==> src/design/hss_pkg.sv <==
// Shared types, register codes and constants of the half-step stepper sequencer.
`default_nettype none

package hss_pkg;

  localparam int unsigned StepCountBits = 16;
  localparam int unsigned CfgIndexBits  = 3;
  localparam int unsigned CfgDataBits   = 16;

  localparam logic [7:0]  ResetDivider       = 8'd25;
  localparam logic [15:0] ResetArmLevel      = 16'hFFFF;
  localparam logic [15:0] ResetHomeWindow    = 16'd639;
  localparam logic [7:0]  ResetDebounceLimit = 8'd10;
  localparam logic [7:0]  DebounceMax        = 8'hFF;

  typedef enum logic [1:0] {
    REQ_TICK   = 2'd0,
    REQ_LOAD_A = 2'd1,
    REQ_LOAD_B = 2'd2
  } req_type_e;

  typedef enum logic [CfgIndexBits-1:0] {
    CFG_ACTIVE_AXIS    = 3'd0,
    CFG_DIVIDER_A      = 3'd1,
    CFG_DIVIDER_B      = 3'd2,
    CFG_ARM_LEVEL_A    = 3'd3,
    CFG_ARM_LEVEL_B    = 3'd4,
    CFG_HOME_WINDOW    = 3'd5,
    CFG_DEBOUNCE_LIMIT = 3'd6
  } cfg_idx_e;

  typedef struct packed {
    logic [1:0]               req_type;
    logic [StepCountBits-1:0] step_count;
    logic                     sensor_a;
    logic                     sensor_b;
  } in_item_t;

  typedef struct packed {
    logic [3:0]               coils;
    logic [StepCountBits-1:0] remaining_a;
    logic [StepCountBits-1:0] remaining_b;
    logic                     stepped;
    logic                     home_event;
  } out_item_t;

  typedef struct packed {
    logic        active_axis;
    logic [7:0]  divider_a;
    logic [7:0]  divider_b;
    logic [15:0] arm_level_a;
    logic [15:0] arm_level_b;
    logic [15:0] home_window;
    logic [7:0]  debounce_limit;
  } cfg_t;

  // half-step coil sequence, indexed by the low three count bits
  function automatic logic [3:0] half_step_coils(input logic [2:0] phase);
    logic [3:0] c;
    case (phase)
      3'd0: c = 4'h1;
      3'd1: c = 4'h3;
      3'd2: c = 4'h2;
      3'd3: c = 4'h6;
      3'd4: c = 4'h4;
      3'd5: c = 4'hC;
      3'd6: c = 4'h8;
      3'd7: c = 4'h9;
      default: c = 4'h0;
    endcase
    return c;
  endfunction

endpackage

`default_nettype wire

==> src/design/hss_cfg.sv <==
// Configuration register bank of the half-step stepper sequencer.
`default_nettype none

module hss_cfg import hss_pkg::*; (
  input  wire logic                    clk_i,
  input  wire logic                    rst_ni,
  input  wire logic                    wr_en_i,
  input  wire logic [CfgIndexBits-1:0] wr_index_i,
  input  wire logic [CfgDataBits-1:0]  wr_data_i,
  output cfg_t                         cfg_o
);

  cfg_t cfg_q, cfg_d;

  always_comb begin
    cfg_d = cfg_q;
    if (wr_en_i) begin
      case (cfg_idx_e'(wr_index_i))
        CFG_ACTIVE_AXIS:    cfg_d.active_axis    = wr_data_i[0];
        CFG_DIVIDER_A:      cfg_d.divider_a      = wr_data_i[7:0];
        CFG_DIVIDER_B:      cfg_d.divider_b      = wr_data_i[7:0];
        CFG_ARM_LEVEL_A:    cfg_d.arm_level_a    = wr_data_i[15:0];
        CFG_ARM_LEVEL_B:    cfg_d.arm_level_b    = wr_data_i[15:0];
        CFG_HOME_WINDOW:    cfg_d.home_window    = wr_data_i[15:0];
        CFG_DEBOUNCE_LIMIT: cfg_d.debounce_limit = wr_data_i[7:0];
        default: ;
      endcase
    end
  end

  always_ff @(posedge clk_i or negedge rst_ni) begin
    if (!rst_ni) begin
      cfg_q.active_axis    <= 1'b0;
      cfg_q.divider_a      <= ResetDivider;
      cfg_q.divider_b      <= ResetDivider;
      cfg_q.arm_level_a    <= ResetArmLevel;
      cfg_q.arm_level_b    <= ResetArmLevel;
      cfg_q.home_window    <= ResetHomeWindow;
      cfg_q.debounce_limit <= ResetDebounceLimit;
    end else begin
      cfg_q <= cfg_d;
    end
  end

  assign cfg_o = cfg_q;

endmodule

`default_nettype wire

==> src/design/hss_step.sv <==
// Axis state and single-pass step evaluation of the half-step stepper sequencer.
`default_nettype none

module hss_step import hss_pkg::*; #(
  parameter int unsigned COUNT_BITS = 16
) (
  input  wire logic     clk_i,
  input  wire logic     rst_ni,
  input  wire logic     fire_i,
  input  wire in_item_t item_i,
  input  wire cfg_t     cfg_i,
  output out_item_t     result_o
);

  localparam int unsigned CW = COUNT_BITS;
  localparam int unsigned WW = (COUNT_BITS > 16) ? COUNT_BITS : 16;
  localparam logic [CW-1:0] LowMask = CW'(7);
  localparam logic [CW-1:0] CntOne  = CW'(1);

  logic [7:0]    tick_q, tick_d;
  logic [CW-1:0] cnt_a_q, cnt_a_d, cnt_b_q, cnt_b_d;
  logic [7:0]    deb_a_q, deb_a_d, deb_b_q, deb_b_d;
  logic [3:0]    coil_q, coil_d;

  logic          axis_b;
  logic [7:0]    tick_inc, div;
  logic          do_step;
  logic [CW-1:0] sel_cnt, cnt_dec, cnt_new, snapped, win_cw, load_cw;
  logic [WW-1:0] cnt_ext;
  logic [3:0]    step_coils;
  logic          armed, sensor, hit;
  logic [7:0]    deb, deb_inc, deb_new;

  always_comb begin
    axis_b   = cfg_i.active_axis;
    tick_inc = tick_q + 8'd1;
    div      = axis_b ? cfg_i.divider_b : cfg_i.divider_a;
    do_step  = (req_type_e'(item_i.req_type) == REQ_TICK) && (tick_inc >= div);
    load_cw  = CW'(item_i.step_count);

    sel_cnt = axis_b ? cnt_b_q : cnt_a_q;
    if (sel_cnt != '0) begin
      step_coils = half_step_coils(sel_cnt[2:0]);
      cnt_dec    = sel_cnt - CntOne;
    end else begin
      step_coils = 4'h0;
      cnt_dec    = '0;
    end

    cnt_ext = WW'(cnt_dec);
    if (axis_b) begin
      armed = cnt_ext < WW'(cfg_i.arm_level_b);
    end else begin
      armed = (cnt_ext < WW'(cfg_i.arm_level_a)) && (cnt_ext > WW'(cfg_i.home_window));
    end
    sensor  = axis_b ? item_i.sensor_b : item_i.sensor_a;
    deb     = axis_b ? deb_b_q : deb_a_q;
    deb_inc = (deb == DebounceMax) ? DebounceMax : deb + 8'd1;
    hit     = armed && sensor && (deb_inc > cfg_i.debounce_limit);

    if (!armed) begin
      deb_new = deb;
    end else if (sensor) begin
      deb_new = (hit && !axis_b) ? 8'd0 : deb_inc;
    end else begin
      deb_new = (deb != 8'd0) ? deb - 8'd1 : 8'd0;
    end

    win_cw  = CW'(cfg_i.home_window);
    snapped = win_cw & (cnt_dec | ~LowMask);
    if (axis_b) begin
      cnt_new = hit ? '0 : cnt_dec;
    end else begin
      cnt_new = hit ? snapped : cnt_dec;
    end

    tick_d  = tick_q;
    cnt_a_d = cnt_a_q;
    cnt_b_d = cnt_b_q;
    deb_a_d = deb_a_q;
    deb_b_d = deb_b_q;
    coil_d  = coil_q;
    case (req_type_e'(item_i.req_type))
      REQ_TICK: begin
        tick_d = do_step ? 8'd0 : tick_inc;
        if (do_step) begin
          coil_d = (hit && axis_b) ? 4'h0 : step_coils;
          if (axis_b) begin
            cnt_b_d = cnt_new;
            deb_b_d = deb_new;
          end else begin
            cnt_a_d = cnt_new;
            deb_a_d = deb_new;
          end
        end
      end
      REQ_LOAD_A: cnt_a_d = load_cw;
      REQ_LOAD_B: cnt_b_d = load_cw;
      default: ;
    endcase

    result_o.coils       = coil_d;
    result_o.remaining_a = StepCountBits'(cnt_a_d);
    result_o.remaining_b = StepCountBits'(cnt_b_d);
    result_o.stepped     = do_step;
    result_o.home_event  = do_step && hit;
  end

  always_ff @(posedge clk_i or negedge rst_ni) begin
    if (!rst_ni) begin
      tick_q  <= '0;
      cnt_a_q <= '0;
      cnt_b_q <= '0;
      deb_a_q <= '0;
      deb_b_q <= '0;
      coil_q  <= '0;
    end else if (fire_i) begin
      tick_q  <= tick_d;
      cnt_a_q <= cnt_a_d;
      cnt_b_q <= cnt_b_d;
      deb_a_q <= deb_a_d;
      deb_b_q <= deb_b_d;
      coil_q  <= coil_d;
    end
  end

endmodule

`default_nettype wire

==> src/design/half_step_stepper_sequencer_top.sv <==
// Top level of the half-step stepper sequencer: input register, step logic, result register.
//
//  channel  direction  handshake                  payload
//  in       in         in_valid_i / in_ready_o    in_item_i   (in_item_t)
//  out      out        out_valid_o / out_ready_i  out_item_o  (out_item_t)
//  cfg      in         cfg_valid_i / cfg_ready_o  cfg_index_i, cfg_data_i
//
// An item is held in the input register and is evaluated as it moves into
// the result register, which presents its result on the out channel.
// Sustained rate is one item per cycle while the result consumer keeps out_ready_i high.
// Reset clears all axis state and loads the register defaults; no clearing pass.
// A stalled result holds the result register; one more item waits in the input register.
`default_nettype none

module half_step_stepper_sequencer_top import hss_pkg::*; #(
  parameter int unsigned COUNT_BITS = 16
) (
  input  wire logic                    clk_i,
  input  wire logic                    rst_ni,
  input  wire logic                    in_valid_i,
  output logic                         in_ready_o,
  input  wire in_item_t                in_item_i,
  output logic                         out_valid_o,
  input  wire logic                    out_ready_i,
  output out_item_t                    out_item_o,
  input  wire logic                    cfg_valid_i,
  output logic                         cfg_ready_o,
  input  wire logic [CfgIndexBits-1:0] cfg_index_i,
  input  wire logic [CfgDataBits-1:0]  cfg_data_i
);

  logic      stage_v_q, stage_v_d;
  in_item_t  stage_q;
  logic      out_v_q, out_v_d;
  out_item_t out_q;
  out_item_t result;
  cfg_t      cfg;
  logic      out_free, fire, in_acc;

  assign out_free   = !out_v_q || out_ready_i;
  assign fire       = stage_v_q && out_free;
  assign in_ready_o = !stage_v_q || out_free;
  assign in_acc     = in_valid_i && in_ready_o;
  assign stage_v_d  = in_acc || (stage_v_q && !fire);
  assign out_v_d    = fire || (out_v_q && !out_ready_i);

  assign cfg_ready_o = 1'b1;

  hss_cfg u_cfg (
    .clk_i      (clk_i),
    .rst_ni     (rst_ni),
    .wr_en_i    (cfg_valid_i),
    .wr_index_i (cfg_index_i),
    .wr_data_i  (cfg_data_i),
    .cfg_o      (cfg)
  );

  hss_step #(
    .COUNT_BITS (COUNT_BITS)
  ) u_step (
    .clk_i    (clk_i),
    .rst_ni   (rst_ni),
    .fire_i   (fire),
    .item_i   (stage_q),
    .cfg_i    (cfg),
    .result_o (result)
  );

  always_ff @(posedge clk_i or negedge rst_ni) begin
    if (!rst_ni) begin
      stage_v_q <= 1'b0;
      out_v_q   <= 1'b0;
    end else begin
      stage_v_q <= stage_v_d;
      out_v_q   <= out_v_d;
    end
  end

  always_ff @(posedge clk_i) begin
    if (in_acc) begin
      stage_q <= in_item_i;
    end
    if (fire) begin
      out_q <= result;
    end
  end

  assign out_valid_o = out_v_q;
  assign out_item_o  = out_q;

endmodule

`default_nettype wire

==> config.mk <==
export PLATFORM = sky130hd
export DESIGN_NAME = half_step_stepper_sequencer_top
export DESIGN_NICKNAME = d
export VERILOG_FILES = /design/src/design/hss_pkg.sv /design/src/design/hss_cfg.sv /design/src/design/hss_step.sv /design/src/design/half_step_stepper_sequencer_top.sv
export SDC_FILE = /design/constraint.sdc
export NUM_CORES = 1
export LEC_CHECK = 0
export BUFFER_PORTS_ARGS = -buffer_cell sky130_fd_sc_hd__buf_2
export CORE_MARGIN = 4
export CORE_UTILIZATION = 25
export CTS_CLUSTER_SIZE = 30
export DETAILED_ROUTE_END_ITERATION = 10
export GPL_TIMING_DRIVEN = 0
export PLACE_DENSITY_LB_ADDON = 0.2
export SLEW_MARGIN = 20
export SYNTH_ARGS = -nofsm -noshare
export SYNTH_HDL_FRONTEND = slang
export SYNTH_SLANG_ARGS = --single-unit
==> constraint.sdc <==
create_clock -name clk_i -period 14.5 [get_ports clk_i]
set_clock_uncertainty 0.2 [all_clocks]
set_input_delay 1.45 -clock clk_i [delete_from_list [all_inputs] [get_ports clk_i]]
set_output_delay 1.45 -clock clk_i [all_outputs]
set_load 0.1 [all_outputs]
==> reports/results.tsv <==
metric	value	unit
crit path cell chain	buf_6 -> buf_4 -> clkbuf_1 -> buf_2 -> mux2i_1 -> ha_1 -> o21ai_1 -> nor2_4 -> nand2_1 -> o21a_1 -> o21ai_0 -> inv_1 -> ha_1 -> and3_1 -> nor2b_1 -> o311a_1 -> nor3_1 -> nor4_4 -> nor2_2 -> nand3_1 -> o21ai_0	
FP Rows	77	
prevailing post-synth register cell	dfrtp_1	
Fillers	4655	
clk slew on worst S/H paths	0.07	ns
Port Buf Inserts	81	
Min Hold Slack	0.284	ns
final setup margin	6.54	ns
ANT nets after route	0	
Layout Nets	1267	
Place WS	6.66	ns
clock share of power	22.2	%
GRT Residual Overflow	0	
Clock Latency Late Sink	0.47	ns
cell at the slowest stage of the critical path	o21ai_0	
cts repair resizes	0	
Fin. Hold Viols	0	
Final Max Slew Viols	0	
Syn Area/Cell	10.6	um2
fin area	13000	um2
n_diodes	0	
number of global-route vias before repair	8529	
final core occ	29.4	%
EDFF count, synth	58	
H-tree depth	4	
Tot Pwr	2.23	mW
CTS max path bufs	2	
first-pass GRT wire length	54100	um
Synth Warn #	0	
syn nets	1165	
Area contributors post-synth	dfrtp_1 20%, edfxtp_1 16%, dfstp_2 11%	
via/cell ratio	4.92	
Yosys top cell by area	dfrtp_1	
Layout area overhead	16.3	%
switching portion of total power	41.9	%
worst slew pin tran	0.920	ns
cell family with most CP delay	simple AND/OR/NAND/NOR gates	
CP Capture Type	flop	
All-Layer GR Usage	15.0	%
Clock Root Buffer	clkbuf_16	
crit path DAT	7.97	ns
final setup TNS	0	ns
Post-Syn Instances	1049	
pin count of the biggest net entering global routing	84	
HP Class	flop to flop	
CP max FO	10	
GP Congestion	0.843	
Mapped Area	11100	um2
Gate power share	42.0	%
die area	48000	um2
total of max-cap violations	0	
Layout Cells excl Fill	1756	
die height	219	um
clock tree sinks	193	
Iteration-0 DRC Markers	579	
share of layout cells above drive strength 1	24.7	%
CP Class	flop to flop	
hold_buf cts	0	
Sequential Power Share	35.8	%
CP Launch Type	flop	
CP Buf/Inv Count	5	
fin crit period	7.96	ns
DP Area	12300	um2
drt first pass iters	7	
total leakage power	5.48	nW
initial antenna violation count	0	
R2R setup slack	6.54	ns
VDD IR max	0.0000983	V
Pint	1.29	mW
dpl hpwl	26700	um
P per Cell Area	172	nW/um2
TritonCTS clock tree	built	
post-synth top area share	19.5	%
final WL	35400	um
Critical Path RT	14.51	ns
wire length per cell	20.2	um
Placed Cells incl. Taps	1724	
flops & latches, synth	193	
die width	219	um
critical path depth	21	
Async S/R FF share, synth	69.9	%
crit path from	u_cfg.cfg_o[72]	
Post-CTS Setup Inserts	0	
reg2reg path depth	21	
f_max	126	MHz
worst reg2reg path startpoint	u_cfg.cfg_o[72]	
Starting Density	25.2	%
IO Pins	85	
via total after detailed routing	8632	
sequential share of the synthesized area	46.5	%
status	finished, final reports clean	
slowest cell delay on critical path	0.65	ns
CTS buffer count	17	
Net Sw Power	0.935	mW
crit share post-route	54.9	%
worst r2r dst	out_item_o[2]	
Setup Viol. Count Final	0	
Max-slew headroom	36.9	%
# DRC	0	
Yosys cell types	79	
top-count cell post-synth	dfrtp_1	
Core Footprint	44100	um2
Synth top cells by count	87 x dfrtp_1, 86 x nand2_1, 79 x inv_1	
Worst Setup EP	out_item_o[2]	
HP Start	u_step.deb_a_q[6]	
unrepaired setup endpoints after global routing	false	
-- worst min-delay path by stage --
stage / to / slack (ns) / depth (start not counted)
2_1_floorplan: u_step.deb_a_q[6] / 0.25 / 2
4_1_cts: u_step.deb_a_q[6] / 0.28 / 2
6_report: u_step.deb_a_q[6] / 0.28 / 2
3_5_place_dp: u_step.deb_a_q[6] / 0.27 / 2
5_1_grt: u_step.coil_q[3] / 0.32 / 1
3_3_place_gp: u_step.deb_a_q[6] / 0.26 / 2
-- tightest hold or removal path: stages (launching register included) --
cell and delay, ns:
dfrtp_1 0.35, nand2_1 0.05, nand2_1 0.05
-- area by class of cell --
cell class	instances	area, um2	share of cell area (%)
Timing Repair Buffer	83	448	3.46
Tap cell	592	741	5.72
Inverter	81	304	2.35
Buffer	35	183	1.41
Multi-Input combinational cell	740	5490	42.4
Sequential cell	193	5180	40.0
Clock buffer	20	489	3.78
Clock inverter	12	119	0.917
-- per-layer routing --
| layer | part of all wire (%) | wire length [um] | track usage, % |
|---|---|---|---|
| met5 | 0 | 0 | 0 |
| met4 | 1.8 | 633 | 4.53 |
| met3 | 4.5 | 1580 | 2.91 |
| met2 | 46 | 16100 | 23.6 |
| met1 | 48 | 17000 | 20.9 |
-- layout by cell type (no fill, tap or decap), drive strengths merged, types with 5 or more instances in the layout --
cell type	n
a211oi	5
a21o	6
a21oi	45
a221o	17
a22o	9
a22oi	40
and3	9
buf	95
clkbuf	43
dfrtp	87
dfstp	48
edfxtp	58
ha	72
inv	88
mux2	73
mux2i	30
nand2	86
nand2b	13
nand3	24
nand4	8
nor2	58
nor2b	6
nor3	28
nor3b	6
nor4	7
o211ai	9
o21ai	100
o22a	7
o22ai	6
xnor2	14
xor2	7
-- power by group through the flow --
| stage | Clock (mW) | Combinational (mW) | Sequential (mW) |
|---|---|---|---|
| after floorplan | 0 | 0.575 | 0.903 |
| after global placement | 0 | 0.925 | 0.806 |
| after detailed placement | 0 | 0.938 | 0.807 |
| after CTS | 0.514 | 0.942 | 0.797 |
| after global routing | 0.534 | 1.05 | 0.814 |
| final | 0.495 | 0.936 | 0.799 |
-- state kept, by name, summed over array words and instances (netlist names) --
name	flops
u_step.coil_q	4
u_step.cnt_b_q	16
u_step.deb_b_q	8
u_cfg.cfg_o	73
u_step.tick_q	8
u_step.deb_a_q	8
stage_q	20
u_step.cnt_a_q	16
out_item_o	38
out_valid_o	1
stage_v_q	1
-- cells by family (layout without fill, tap and decap cells) --
family | after synthesis | count (layout) | synth area share (%)
AOI/OAI and AO/OA | 275 | 275 | 16.8
and+or+nand+nor | 268 | 268 | 12.4
DFF | 193 | 193 | 46.5
buffers and inverters | 116 | 231 | 4.34
muxes | 103 | 103 | 10.1
adders and majority gates | 72 | 72 | 8.09
xor gates and xnor gates | 21 | 21 | 1.65
other | 1 | 1 | 0.0337
No activity file was read; power rests on OpenSTA's default activity.
